**src/design/mxfp4_pkg.sv**
```systemverilog
// ----------------------------------------------------------------------------
// mxfp4_pkg
// Shared types, constants and the E2M1 x E8M0 encode function.
// ----------------------------------------------------------------------------
package mxfp4_pkg;

    localparam int unsigned BYTES_PER_BLOCK = 17;
    localparam int unsigned HALF_ELEMS      = 16;

    typedef logic [3:0]  code_t;
    typedef logic [31:0] fp32_t;

    typedef enum logic [1:0] {
        ST_STREAM,
        ST_FLUSH
    } mode_t;

    function automatic logic [3:0] code_mag(input code_t code);
        logic [3:0] m;
        case (code[2:0])
            3'd0:    m = 4'd0;
            3'd1:    m = 4'd1;
            3'd2:    m = 4'd2;
            3'd3:    m = 4'd3;
            3'd4:    m = 4'd4;
            3'd5:    m = 4'd6;
            3'd6:    m = 4'd8;
            default: m = 4'd12;
        endcase
        return m;
    endfunction

    function automatic fp32_t encode_product(input logic [7:0] scale, input code_t code);
        logic [3:0]  m;
        logic [1:0]  h;
        logic [9:0]  biased;
        logic        sign;
        fp32_t       bits;
        m    = code_mag(code);
        sign = (code >= 4'd9);
        if (m[3])      h = 2'd3;
        else if (m[2]) h = 2'd2;
        else if (m[1]) h = 2'd1;
        else           h = 2'd0;
        // biased = scale - 1 + h
        biased = {2'b00, scale} + {8'd0, h} - 10'd1;
        if (m == 4'd0)
        begin
            bits = 32'd0;
        end
        else if (!biased[9] && biased >= 10'd255)
        begin
            bits = {sign, 31'h7F800000};
        end
        else if (!biased[9] && biased != 10'd0)
        begin
            bits = {sign, biased[7:0], 23'(({19'd0, m} << (5'd23 - {3'd0, h})))};
        end
        else
        begin
            bits = {sign, 31'(({27'd0, m} << (scale[0] ? 5'd22 : 5'd21)))};
        end
        return bits;
    endfunction

endpackage

```
**src/design/mxfp4_upper_ram.sv**
```systemverilog
// ----------------------------------------------------------------------------
// mxfp4_upper_ram
// 16 x 4 high-nibble store, one write port, one registered read port.
// ----------------------------------------------------------------------------
module mxfp4_upper_ram (
    input  logic                clk,
    input  logic                wr_en,
    input  logic [3:0]          wr_addr,
    input  mxfp4_pkg::code_t    wr_data,
    input  logic                rd_en,
    input  logic [3:0]          rd_addr,
    output mxfp4_pkg::code_t    rd_data
);
    import mxfp4_pkg::*;

    code_t mem [16];

    always_ff @(posedge clk)
    begin
        if (wr_en)
        begin
            mem[wr_addr] <= wr_data;
        end
        if (rd_en)
        begin
            rd_data <= mem[rd_addr];
        end
    end

endmodule

```
**src/design/mxfp4_block_dequantizer_core.sv**
```systemverilog
// ----------------------------------------------------------------------------
// mxfp4_block_dequantizer_core
// MXFP4 block dequantizer: byte stream in, binary32 elements out.
// ----------------------------------------------------------------------------
// Input s_axis carries one byte per transfer; blocks are 17 bytes, the E8M0
// scale first, then sixteen bytes of two E2M1 codes. Output m_axis carries
// one element per transfer with its index in tuser and block_last in tlast.
// A data byte yields its low-nibble element in the cycle after the transfer;
// high nibbles go into a 16-entry RAM and are read back after the last data
// byte, one per cycle unless the output stalls, via its registered read port.
// At most one element leaves per cycle; scale and data bytes are taken in
// consecutive cycles while the output register is free or being drained.
// The flush holds the input through sixteen RAM reads and the transfer of
// the last read element.
// Reset clears position, scale, mode and output valid; the RAM is not cleared
// since every entry is written before the flush reads it.
// When an element waits and m_axis_tready is low, the output register holds
// and s_axis_tready drops.
// ----------------------------------------------------------------------------
module mxfp4_block_dequantizer_core (
    input  logic        clk,
    input  logic        rst_n,
    input  logic        s_axis_tvalid,
    output logic        s_axis_tready,
    input  logic [7:0]  s_axis_tdata,   // [7:0] packed_byte
    output logic        m_axis_tvalid,
    input  logic        m_axis_tready,
    output logic [31:0] m_axis_tdata,   // [31:0] value_bits
    output logic [4:0]  m_axis_tuser,   // [4:0] element_index
    output logic        m_axis_tlast    // block_last
);
    import mxfp4_pkg::*;

    logic [4:0]  pos_reg;
    logic [7:0]  scale_reg;
    mode_t       mode_reg;
    logic [3:0]  rd_idx_reg;
    logic        rd_pend_reg;
    logic [3:0]  rd_elem_reg;
    logic        ovalid_reg;
    fp32_t       odata_reg;
    logic [4:0]  oidx_reg;
    code_t       rd_data;

    logic out_free, s_fire, is_scale, last_data, rd_en;

    // rd_pend_reg output must be consumed; fetch next only if slot will be free
    assign out_free      = !ovalid_reg || m_axis_tready;
    assign s_axis_tready = (mode_reg == ST_STREAM) && out_free && !rd_pend_reg;
    assign s_fire        = s_axis_tvalid && s_axis_tready;
    assign is_scale      = (pos_reg == 5'd0) || (pos_reg >= 5'(BYTES_PER_BLOCK));
    assign last_data     = (pos_reg == 5'(BYTES_PER_BLOCK - 1));
    assign rd_en         = (mode_reg == ST_FLUSH) && (!rd_pend_reg || out_free);

    mxfp4_upper_ram u_ram (
        .clk     (clk),
        .wr_en   (s_fire && !is_scale),
        .wr_addr (4'(pos_reg - 5'd1)),
        .wr_data (s_axis_tdata[7:4]),
        .rd_en   (rd_en),
        .rd_addr (rd_idx_reg),
        .rd_data (rd_data)
    );

    always_ff @(posedge clk or negedge rst_n)
    begin
        if (!rst_n)
        begin
            pos_reg     <= 5'd0;
            scale_reg   <= 8'd0;
            mode_reg    <= ST_STREAM;
            rd_idx_reg  <= 4'd0;
            rd_pend_reg <= 1'b0;
            ovalid_reg  <= 1'b0;
        end
        else
        begin
            if (out_free)
            begin
                ovalid_reg <= 1'b0;
            end
            if (s_fire)
            begin
                if (is_scale)
                begin
                    scale_reg <= s_axis_tdata;
                    pos_reg   <= 5'd1;
                end
                else
                begin
                    ovalid_reg <= 1'b1;
                    pos_reg    <= last_data ? 5'd0 : pos_reg + 5'd1;
                    if (last_data)
                    begin
                        mode_reg   <= ST_FLUSH;
                        rd_idx_reg <= 4'd0;
                    end
                end
            end
            if (rd_pend_reg && out_free)
            begin
                ovalid_reg <= 1'b1;
            end
            if (rd_en)
            begin
                rd_pend_reg <= 1'b1;
                rd_idx_reg  <= rd_idx_reg + 4'd1;
                if (rd_idx_reg == 4'(HALF_ELEMS - 1))
                begin
                    mode_reg <= ST_STREAM;
                end
            end
            else if (rd_pend_reg && out_free)
            begin
                rd_pend_reg <= 1'b0;
            end
        end
    end

    always_ff @(posedge clk)
    begin
        if (rd_en)
        begin
            rd_elem_reg <= rd_idx_reg;
        end
        if (s_fire && !is_scale)
        begin
            odata_reg <= encode_product(scale_reg, s_axis_tdata[3:0]);
            oidx_reg  <= 5'(pos_reg - 5'd1);
        end
        else if (rd_pend_reg && out_free)
        begin
            odata_reg <= encode_product(scale_reg, rd_data);
            oidx_reg  <= {1'b1, rd_elem_reg};
        end
    end

    assign m_axis_tvalid = ovalid_reg;
    assign m_axis_tdata  = odata_reg;
    assign m_axis_tuser  = oidx_reg;
    assign m_axis_tlast  = (oidx_reg == 5'd31);

endmodule

```
**config.mk**
```make
export PLATFORM = sky130hd
export DESIGN_NAME = mxfp4_block_dequantizer_core
export DESIGN_NICKNAME = d
export VERILOG_FILES = /design/src/design/mxfp4_pkg.sv /design/src/design/mxfp4_upper_ram.sv /design/src/design/mxfp4_block_dequantizer_core.sv
export SDC_FILE = /design/constraint.sdc
export NUM_CORES = 1
export LEC_CHECK = 0
export ABC_AREA = 1
export ABC_CLOCK_PERIOD_IN_PS = 8500
export BUFFER_PORTS_ARGS = -buffer_cell sky130_fd_sc_hd__buf_4
export CAP_MARGIN = 20
export CORE_UTILIZATION = 55
export CTS_CLUSTER_SIZE = 24
export DETAILED_ROUTE_END_ITERATION = 8
export PLACE_DENSITY = 0.74
export SYNTH_ARGS = -nofsm -noshare
export SYNTH_HDL_FRONTEND = slang
export SYNTH_SLANG_ARGS = --single-unit
```
**constraint.sdc**
```tcl
create_clock -name clk -period 8.5 [get_ports clk]
set_clock_uncertainty 0.2 [all_clocks]
set_input_delay 0.85 -clock clk [delete_from_list [all_inputs] [get_ports clk]]
set_output_delay 0.85 -clock clk [all_outputs]
set_load 0.01 [all_outputs]
```
Word-level counts from Yosys, hierarchy flattened
Memories as Yosys holds them, arrays and structs flattened. A register that Yosys moved wholly into a read port is not among the register bits.
Index checks and enable logic that the tools add are counted.
{ "word_totals": {"output_inout_bits": 40, "input_bits": 12, "regBits": 62, "wordCells": 121, "ramBits": 64, "mem_count": 1} }
{ "classes": {"reduce_logical": 32, "addsub": 9, "muxes": 44, "n_shift": 4, "order_cmp": 5, "eq_ne": 17} }
{ "memory_table": {"columns": ["memory", "depth", "width", "rd", "rd_ports_with_merged_regs", "write_ports", "line_no", "text"], "rows": [
  ["u_ram.mem", 16, 4, 1, 1, 1, "mxfp4_upper_ram.sv:16", "code_t mem [16];"]
]} }
{ "op_table": {"columns": ["op", "n"], "rows": [
  ["32-bit two-way mux", 4],
  ["31-bit two-way mux", 4],
  ["4-bit by 5-bit << shifter with 31-bit output", 2],
  ["4-bit case mux with 7 select lines", 2],
  ["4-bit by 5-bit << shifter with 23-bit output", 2],
  ["4-bit two-way mux", 7],
  ["2-bit two-way mux", 13],
  ["10-bit by 8-bit >= comparator with 1-bit output (second input constant)", 2],
  ["5-bit two-way mux", 4],
  ["10-bit nonzero test", 2],
  ["9-bit by 1-bit subtractor with 10-bit output (second input constant)", 2],
  ["8-bit by 2-bit adder with 9-bit output", 2],
  ["3-bit equality test (second input constant)", 6],
  ["3-bit by 2-bit equality test with 1-bit output (second input constant)", 4],
  ["5-bit equality test (second input constant)", 2],
  ["1-bit logical AND", 10],
  ["1-bit two-way mux", 10],
  ["5-bit by 2-bit subtractor with 5-bit output (first input constant)", 2],
  ["4-bit >= comparator (second input constant)", 2],
  ["4-bit zero test", 2],
  ["2-bit nonzero test", 4],
  ["3-bit by 1-bit equality test with 1-bit output (second input constant)", 2],
  ["3-bit zero test", 2],
  ["5-bit by 1-bit adder with 5-bit output (second input constant)", 1],
  ["12 further kinds", 18]
]} }

Logic depth before layout (Yosys ltp)
Gate-level depths: netlist of the first run.
{ "depth": {"depth_word": 21, "mapped_depth": 18, "ltp_nobuf": 18} }

Hierarchy
A second synthesis of the first run with hierarchy kept.
{ "unflattened": {"cells_unflattened": 710, "hier_area_um2": 6177.2} }
{ "modules_own_cells": {"columns": ["mod", "n_inst", "area_each_um2", "cells_per_inst"], "rows": [
  ["mxfp4_block_dequantizer_core", 1, 3170.5, 420],
  ["mxfp4_upper_ram", 1, 3006.6, 290]
]} }

Worst setup path before layout of the first run
OpenSTA, ideal clock, no wires.
{ "synth_path": {"path_kind": "input -> register", "startpoint": "input s_axis_tdata[2]", "endpoint": "register odata_reg[26] (netlist: m_axis_tdata[26]), data pin", "setup_slack_ps": 5253, "arrival_time_ps": 2795, "n_path_buf": 0, "stages": 14, "cell_sequence": "inv_1 > ha_1 > inv_1 > ha_1 > fa_1 > or2_2 > a21oi_1 > nand3_1 > nor2_1 > nand2_2 > nand2_4 > o21ai_0 > nand2_1 > nand2_1"} }
{ "synth_between": {"elab_chain_cells": 15, "elab_cells_between_ends": 26, "cone_classes": "add/sub (2); order compare (1); eq/ne (6); shift (1); mux (10); reduce/logical (6)"} }
{ "synth_lines": {"columns": ["item", "line_no", "text"], "rows": [
  ["from (decl)", "mxfp4_block_dequantizer_core.sv:25", "input logic [7:0] s_axis_tdata,"],
  ["3-bit equality test, or another cell as far along", "mxfp4_pkg.sv:20", "case (code[2:0])"],
  ["4-bit case mux with 7 select lines (*)", "mxfp4_pkg.sv:20", null],
  ["4-bit two-way mux (*)", "mxfp4_block_dequantizer_core.sv:126", "if (s_fire && !is_scale)"],
  ["parallel branches: the longest is 10 deep, another holds 9-bit by 1-bit subtractor with 10-bit output", null, null],
  ["32-bit two-way mux (*)", "mxfp4_pkg.sv:47", "if (m == 4'd0)"],
  ["32-bit two-way mux (*)", "mxfp4_block_dequantizer_core.sv:126", null],
  ["to (signal assigned)", "mxfp4_block_dequantizer_core.sv:128", "odata_reg <= encode_product(scale_reg, s_axis_tdata[3:0]);"],
  ["to (signal assigned)", "mxfp4_block_dequantizer_core.sv:133", "odata_reg <= encode_product(scale_reg, rd_data);"],
  ["to (decl)", "mxfp4_block_dequantizer_core.sv:41", "fp32_t odata_reg;"]
]} }
Every way passes the cells marked *. The select of a mux whose other input is x is not followed.
A chain may end at the register's enable or synchronous reset.

Final worst setup path of the first run
{ "layout_path": {"startpoint": "register scale_reg[0]", "endpoint": "register odata_reg[27] (netlist: m_axis_tdata[27]), data pin"} }
{ "layout_between": {"elab_chain_cells": 9, "elab_cells_between_ends": 25, "cone_classes": "add/sub (4); order compare (2); shift (2); mux (9); reduce/logical (8)"} }
{ "layout_lines": {"columns": ["item", "line_no", "text"], "rows": [
  ["from (decl)", "mxfp4_block_dequantizer_core.sv:35", "logic [7:0] scale_reg;"],
  ["from (signal assigned)", "mxfp4_block_dequantizer_core.sv:86", "scale_reg <= s_axis_tdata;"],
  ["parallel branches: the longest is 8 deep, another holds 9-bit by 1-bit subtractor with 10-bit output", null, null],
  ["32-bit two-way mux (*)", "mxfp4_block_dequantizer_core.sv:126", null]
]} }
Marked as above.

==> summary.md, run 1 <==
| Metric | Value |
|---|---|
| DIE HEIGHT | ~110 um |
| RSZ-0062 raised after global routing | no |
| Synth top area cells | edfxtp_1 45%, dfrtp_1 8.8%, nand2_1 7.7% |
| Share of layout cells above drive strength 1 | 0.124 |
| Total CTS buffers | 9 |
| Crit. End Element | flip-flop |
| Largest net degree at the start of global routing | 36 |
| Power Density | 357 nW/um2 |
| EDFF count, synth | ~90 |
| Leakage | approximately 2.7 nW |
| Reg2Reg Depth | 15 |
| Routability congestion estimate | 0.931 |
| Hold_buf cts | 0 |
| Die X | about 110 um |
| Max frequency | 316 MHz |
| DRC viols | 0 |
| Most common cell after layout, fill and taps aside | nand2_1 |
| Distinct cells, synth | 44 |
| Setup violators final | 0 |
| Post-Syn Instances | about 630 |
| Critical path type | flip-flop to flip-flop |
| Tmin final | between 3000 and 4000 ps |
| Clock latency on the worst-skew pair | 370 ps |
| Crit path required time | 8430 ps |
| Slew Limit Fails | 0 |
| CP max FO | 10 |
| Antenna violations before repair | 0 |
| Design Area, Final | 6420 um2 |
| Port bufs | 31 |
| Syn avg cell area | 9.44 um2 |
| Initial detailed-routing violation count | 280 |
| Final Hold Fails | 0 |
| CP Data Arrival Time | 3100 ps |
| Setup slack, reg-to-reg | 5330 ps |
| Clock-pin slew on the worst setup and hold paths | 110 ps |
| Placed inst area | 6200 um2 |
| Final Cycle Share | 0.373 |
| Final #Nets | 693 |
| Synth Register Bits | 110 |
| Mapped cell area | between 5000 and 6000 um2 |
| Ys Warns | 0 |
| TritonCTS clock tree | done |
| Tot GR Track Use | 0.226 |
| VDD IR-drop max | 0.158 mV |
| # diodes | 0 |
| Status | finished clean |
| Initial Util | 0.572 |
| Post-DP HPWL | 8.86 mm |
| Core Box Area | around 10000 um2 |
| Sink Count | 110 |
| Sum Neg Setup Slack | 0 ps |
| Max_slew headroom | 0.403 |
| Slew @ Worst Pin | 895 ps |
| Share of the synthesized area in the top cell type | 0.448 |
| Non-Filler Instances | between 700 and 800 |
| Commonest cells after routing, fill and taps aside | 122 x nand2_1, 89 x edfxtp_1, 77 x nor2_1 |
| Root Buffer | clkbuf_8 |
| Async set or reset register ratio after synthesis | 0.191 |
| Number of global-route vias before repair | approximately 4200 |
| Placement Rows | 37 |
| Die area | 11300 um2 |
| Max reg flops | between 60 and 70 |
| Post-synth top area cell | edfxtp_1 |
| Grt ovf | 0 |
| Avg Vias per Cell | 5.56 |
| Worst Hold Class | input port to asynchronous set/reset pin |
| Max clock buf depth | 2 |
| Drt total wl | between 10 and 15 mm |
| Predominant post-synthesis flop cell | edfxtp_1 |
| Crit start category | flip-flop |
| Post CTS Setup Buffer Count | 0 |
| Total vias in the final route | approximately 4400 |
| I/O pins | 52 |
| Drt wl/cell | 15.2 um |
| First-pass GRT wire length | 19.6 mm |
| Area delta synth->final | 7.60% |
| Max cap viols | 0 |
| Post-synthesis sequential area ratio | 0.536 |
| Total power | 2.29 mW |
| Pre-antenna DRT Iters | 5 |
| Inst Count DP | around 800 |
| # resized after CTS | 0 |
| CTS H-Tree Depth | 3 |
| Antenna viol nets, final | 0 |
[cells by family (layout without fill, tap and decap cells)]
logic type,count (synthesis),in the layout,share of synthesized area
buf+inv,100,110,0.0810
flops,110,110,0.536
fa+ha+maj,24,24,0.0529
xor+xnor,3,3,0.00441
simple gates,278,278,0.213
compound gates,116,116,0.112
other cells,1,21,0.000629
[per-layer routing]
metal  vias up  GRT usage  wire length, um
li1       2174          -                -
met1      2067      0.292             5140
met2       183      0.378             5910
met3        16     0.0472              873
met4         0     0.0784              182
met5         -          0                0
[through the flow]
| step | util | hold slack, ps | setup slack [ps] |
|---|---|---|---|
| 6_report | 0.616 | 163 | 5330 |
| 5_1_grt | 0.616 | 172 | 5080 |
| 4_1_cts | 0.616 | 158 | 5340 |
| 3_5_place_dp | 0.595 | 250 | 4950 |
| 3_3_place_gp | 0.595 | 241 | 5010 |
| 2_1_floorplan | - | 223 | 5250 |
[final timing paths]
path,to,from
min in group clk,mode_reg[1]$_DFF_PN0_,mode_reg[1]$_DFF_PN0_
setup / recovery,m_axis_tdata[27]$_DFFE_PP_,scale_reg[0]$_DFFE_PN0P_
max in group asynchronous,scale_reg[7]$_DFFE_PN0P_,rst_n
setup reg to reg,m_axis_tdata[27]$_DFFE_PP_,scale_reg[0]$_DFFE_PN0P_
hold / removal,rd_pend_reg$_DFFE_PN0P_,rst_n
hold reg to reg,mode_reg[1]$_DFF_PN0_,mode_reg[1]$_DFF_PN0_
[Yosys cell counts (2+ instances only)]
library cell	count
a21oi_1	13
a21oi_2	2
a22o_1	2
buf_2	2
buf_4	20
buf_6	4
clkbuf_1	13
dfrtp_1	21
edfxtp_1	89
fa_1	2
ha_1	22
inv_1	60
nand2_1	122
nand2_2	9
nand2_4	3
nand3_1	41
nand3_2	3
nand4_1	8
nor2_1	77
nor2_2	4
o211ai_1	5
o21ai_0	67
o221ai_1	3
o22ai_1	17
or2_2	3
xnor2_1	2
[area by class of cell]
cell class                 count  area (um2)
fill                         854        4000
sequential                   110        3200
multi-input combinational    442        2360
timing repair buffer          33         248
inverter                      61         229
tap                          136         170
clock buffer                   9         124
clock inverter                 7        90.1
[where the power goes]
part	internal [mW]	leakage (nW)	total [mW]	switching (mW)
clock network	0.143	0.106	0.329	0.186
logic	0.396	1.54	1.17	0.777
registers	0.725	1.08	0.789	0.0642
[worst max-delay path, stage by stage, from the launching register on]
cell     delay (ps)
dfrtp_1         500
inv_1           240
ha_1            190
inv_1            40
ha_1            230
fa_1            450
xnor2_1         320
nor2_1           80
nand3_1          80
nor2_1           40
nand3_1          80
nand2_1         110
nand2_1         100
o21ai_0         100
nand2_1         100
nand2_1          60
Power figures use the tool's default switching activity.
==> inputs of run 2 (changes only) <==
- ABC_AREA: 1 -> 0
- ABC_CLOCK_PERIOD_IN_PS: 8500 -> 3100
- clock period: 8.5 -> 3.1 ns (I/O delays scaled with it)
==> run 2 against run 1 <==
Net effect:
- the flow now finishes with violations (setup timing)
- critical path depth decreased by 2
- via count increased by 0.14%
- total power increased to 3.5 times the previous value
- global-route usage increased by 1.7 points
- register-to-register slack got worse by 5500 ps
- clock power increased to 2.7 times the previous value
- design area increased by 11%
- hold slack got worse by 120 ps
- critical path type unchanged
- largest cell class unchanged
==> summary.md, run 2 <==
| Metric | Value |
|---|---|
| CP Data Arrival Time | 3150 ps (was 3100 ps) |
| Max cap viols | 0 (unchanged) |
| Fin worst setup slack | -123 ps (was 5330 ps) |
| Number of global-route vias before repair | 4226 (was 4180) |
| Setup slack, reg-to-reg | -120 ps (was 5330 ps) |
| Total vias in the final route | 4446 (was 4440) |
| Synth Register Bits | 110 (unchanged) |
| I/O pins | 52 (unchanged) |
| Slew @ Worst Pin | 873 ps (was 895 ps) |
| Commonest cells after routing, fill and taps aside | 89 x edfxtp_1, 87 x buf_4, 50 x nand2_1 (was 122 x nand2_1, 89 x edfxtp_1, 77 x nor2_1) |
| Design Area, Final | 7150 um2 (was 6420 um2) |
| Worst Hold Class | input port to flip-flop (was input port to asynchronous set/reset pin) |
| Routability congestion estimate | 0.962 (was 0.931) |
| Max_slew headroom | 0.409 (was 0.403) |
| Setup violators final | 7 (was 0) |
| Die X | 107 um (was 106 um) |
| # fillers | 759 (was 854) |
| Failing checks | setup timing |
| EDFF count, synth | 89 (unchanged) |
| First-pass GRT wire length | 21.1 mm (was 19.6 mm) |
| Port bufs | 31 (unchanged) |
| Clock-pin slew on the worst setup and hold paths | 130 ps (was 110 ps) |
| # diodes | 0 (unchanged) |
| Grt ovf | 0 (unchanged) |
| Total CTS buffers | 9 (unchanged) |
| Crit start category | flip-flop (unchanged) |
| Crit path required time | 3030 ps (was 8430 ps) |
| Slew Limit Fails | 0 (unchanged) |
| Critical path type | flip-flop to flip-flop (unchanged) |
| Post-synth top area cell | edfxtp_1 (unchanged) |
| Max reg flops | 64 (unchanged) |
| R2R Path Start | u_ram.rd_data[2]$_DFFE_PP_ (was scale_reg[0]$_DFFE_PN0P_) |
| Antenna violations before repair | 0 (unchanged) |
| Reg-to-reg endpoint | m_axis_tdata[27]$_DFFE_PP_ (unchanged) |
| Reg2Reg Depth | 13 (was 15) |
| Non-Filler Instances | 749 (was 798) |
| Post-DP HPWL | 9.60 mm (was 8.86 mm) |
| Share of layout cells above drive strength 1 | 0.276 (was 0.124) |
| Sink Count | 110 (unchanged) |
| Total power | 7.91 mW (was 2.29 mW) |
| Avg Vias per Cell | 5.94 (was 5.56) |
| Count leader, synth | edfxtp_1 (was nand2_1) |
| Hold_sp | s_axis_tdata[6] |
| Initial detailed-routing violation count | 292 (was 280) |
| Inst Count DP | 723 (was 782) |
| Internal power | 4.53 mW (was 1.26 mW) |
| Distinct cells, synth | 75 (was 44) |
| Status | finished, violations left (was finished clean) |
| Comb power frac | 0.623 (was 0.512) |
| Synth top area cells | edfxtp_1 44%, dfrtp_1 8.7%, ha_1 4.6% (was edfxtp_1 45%, dfrtp_1 8.8%, nand2_1 7.7%) |
| TritonCTS clock tree | done (unchanged) |
| DIE HEIGHT | 107 um (was 106 um) |
| CTS H-Tree Depth | 3 (unchanged) |
| Post-synthesis sequential area ratio | 0.529 (was 0.536) |
| DRC viols | 0 (unchanged) |
| Final #Nets | 644 (was 693) |
| Final Hold Fails | 0 (unchanged) |
| Final Cycle Share | 1.04 (was 0.373) |
| Most common cell after layout, fill and taps aside | edfxtp_1 (was nand2_1) |
| Async set or reset register ratio after synthesis | 0.191 (unchanged) |
| Hold Crit Endpoint | u_ram.mem[7][2]$_DFFE_PP_ |
| Net Sw Power | 3.38 mW (was 1.03 mW) |
| RSZ-0062 raised after global routing | yes (was no) |
| Ys Warns | 0 (unchanged) |
| Largest net degree at the start of global routing | 30 (was 36) |
| Die area | 11400 um2 (was 11300 um2) |
| Core Box Area | 10500 um2 (was 10400 um2) |
| CP max FO | 4 (was 10) |
| Syn avg cell area | 11.5 um2 (was 9.44 um2) |
| Final Core Density | 0.680 (was 0.616) |
| Synth cell count leaders | 89 x edfxtp_1, 50 x nand2_1, 39 x nor2_1 (was 122 x nand2_1, 89 x edfxtp_1, 77 x nor2_1) |
| Mapped cell area | 6050 um2 (was 5960 um2) |
| Antenna viol nets, final | 0 (unchanged) |
| VDD IR-drop max | 0.715 mV (was 0.158 mV) |
| Clock latency on the worst-skew pair | 380 ps (was 370 ps) |
| Hold path cells | 1 |
| Drt total wl | 13.4 mm (was 12.1 mm) |
| Pre-antenna DRT Iters | 5 (unchanged) |
| Post-Syn Instances | 528 (was 632) |
| Switching share of power | 0.428 (was 0.448) |
| Max clock buf depth | 2 (unchanged) |
| Power Density | 1110 nW/um2 (was 357 nW/um2) |
| Clock power frac | 0.114 (was 0.144) |
| Share of the synthesized area in the top cell type | 0.442 (was 0.448) |
| Initial Util | 0.576 (was 0.572) |
| Root Buffer | clkbuf_8 (unchanged) |
| Placement Rows | 37 (unchanged) |
| Drt wl/cell | 17.9 um (was 15.2 um) |
| Leakage | 2.89 nW (was 2.73 nW) |
| Tot GR Track Use | 0.243 (was 0.226) |
| Placed inst area | 6670 um2 (was 6200 um2) |
| Predominant post-synthesis flop cell | edfxtp_1 (unchanged) |
| Tmin final | 3220 ps (was 3170 ps) |
| Area delta synth->final | 18.2% (was 7.60%) |
| Seq pwr share | 0.262 (was 0.344) |
| Max frequency | 310 MHz (was 316 MHz) |
| Crit. End Element | flip-flop (unchanged) |
## run 2: stage by stage
step           hold WS [ps]  worst slack [ps]  setup TNS (ps)
2_1_floorplan          -186              -140            -203
3_5_place_dp           33.1              -280           -1560
5_1_grt                17.3              -218           -1480
4_1_cts                26.7             -78.5            -167
3_3_place_gp           26.4              -192            -803
6_report               40.5              -123            -462
## run 2: kinds of logic (layout without fill, tap and decap cells)
group,Yosys count,in the layout,share of synthesized area
AOI/OAI and AO/OA,118,118,0.134
xor gates and xnor gates,7,7,0.0101
adders and majority gates,24,24,0.0521
buffers and inverters,73,138,0.0629
DFF,110,110,0.529
muxes,33,33,0.0718
other,1,21,0.000620
and+or+nand+nor,162,162,0.139
## run 2: per-layer routing
layer / share of wire / up-vias / global-route usage
li1: - / 2072 / -
met1: 0.42 / 2147 / 0.324
met2: 0.49 / 193 / 0.391
met3: 0.063 / 34 / 0.0474
met4: 0.029 / 0 / 0.102
met5: 0 / - / 0
## run 2: how the worst max path moves through the flow
| stage | start | end | slack [ps] | depth (start not counted) |
|---|---|---|---|---|
| global route | scale_reg[0]$_DFFE_PN0P_ | m_axis_tdata[21]$_DFFE_PP_ | -220 | 12 |
| floorplan | s_axis_tdata[2] | m_axis_tdata[21]$_DFFE_PP_ | -140 | 12 |
| finish | u_ram.rd_data[2]$_DFFE_PP_ | m_axis_tdata[27]$_DFFE_PP_ | -120 | 13 |
| CTS | scale_reg[1]$_DFFE_PN0P_ | m_axis_tdata[21]$_DFFE_PP_ | -80 | 12 |
| detailed placement | s_axis_tdata[2] | m_axis_tdata[27]$_DFFE_PP_ | -280 | 14 |
| global placement | s_axis_tdata[2] | m_axis_tdata[21]$_DFFE_PP_ | -190 | 13 |
## run 2: cell type report
type                            instances  area [um2]  area share
Timing Repair Buffer                   92         706      0.0987
Multi-Input combinational cell        365        2750       0.384
Tap cell                              136         170      0.0238
Clock buffer                            9         124      0.0173
Inverter                               30         113      0.0157
Clock inverter                          7        91.3      0.0128
Sequential cell                       110        3200       0.447
## run 2: power groups by stage
stage                     clock network, mW  registers (mW)  logic, mW
after floorplan                           0            2.12       2.72
after global placement                    0            2.09       4.16
after detailed placement                  0            2.11       4.27
after CTS                             0.920            2.07       4.60
after global routing                  0.978            2.10       5.26
final                                 0.903            2.07       4.93
## run 2: repair_timing
item                                   CTS  global route
pin swaps                               22            18
setup buffers                            8             1
gates resized for setup                 19            19
endpoints found under the hold margin   23             0
setup endpoints to repair                9            10
hold buffers                             3             0
## run 2: worst max-delay path: stages (launching register included)
cell and delay, ps:
edfxtp_1 380, inv_2 60, ha_1 290, inv_2 50
ha_4 160, fa_2 370, a21o_1 210, a21oi_2 160
xnor2_2 130, nor4b_4 340, buf_4 200, a21oi_4 70
a221oi_2 280, o21ai_1 100
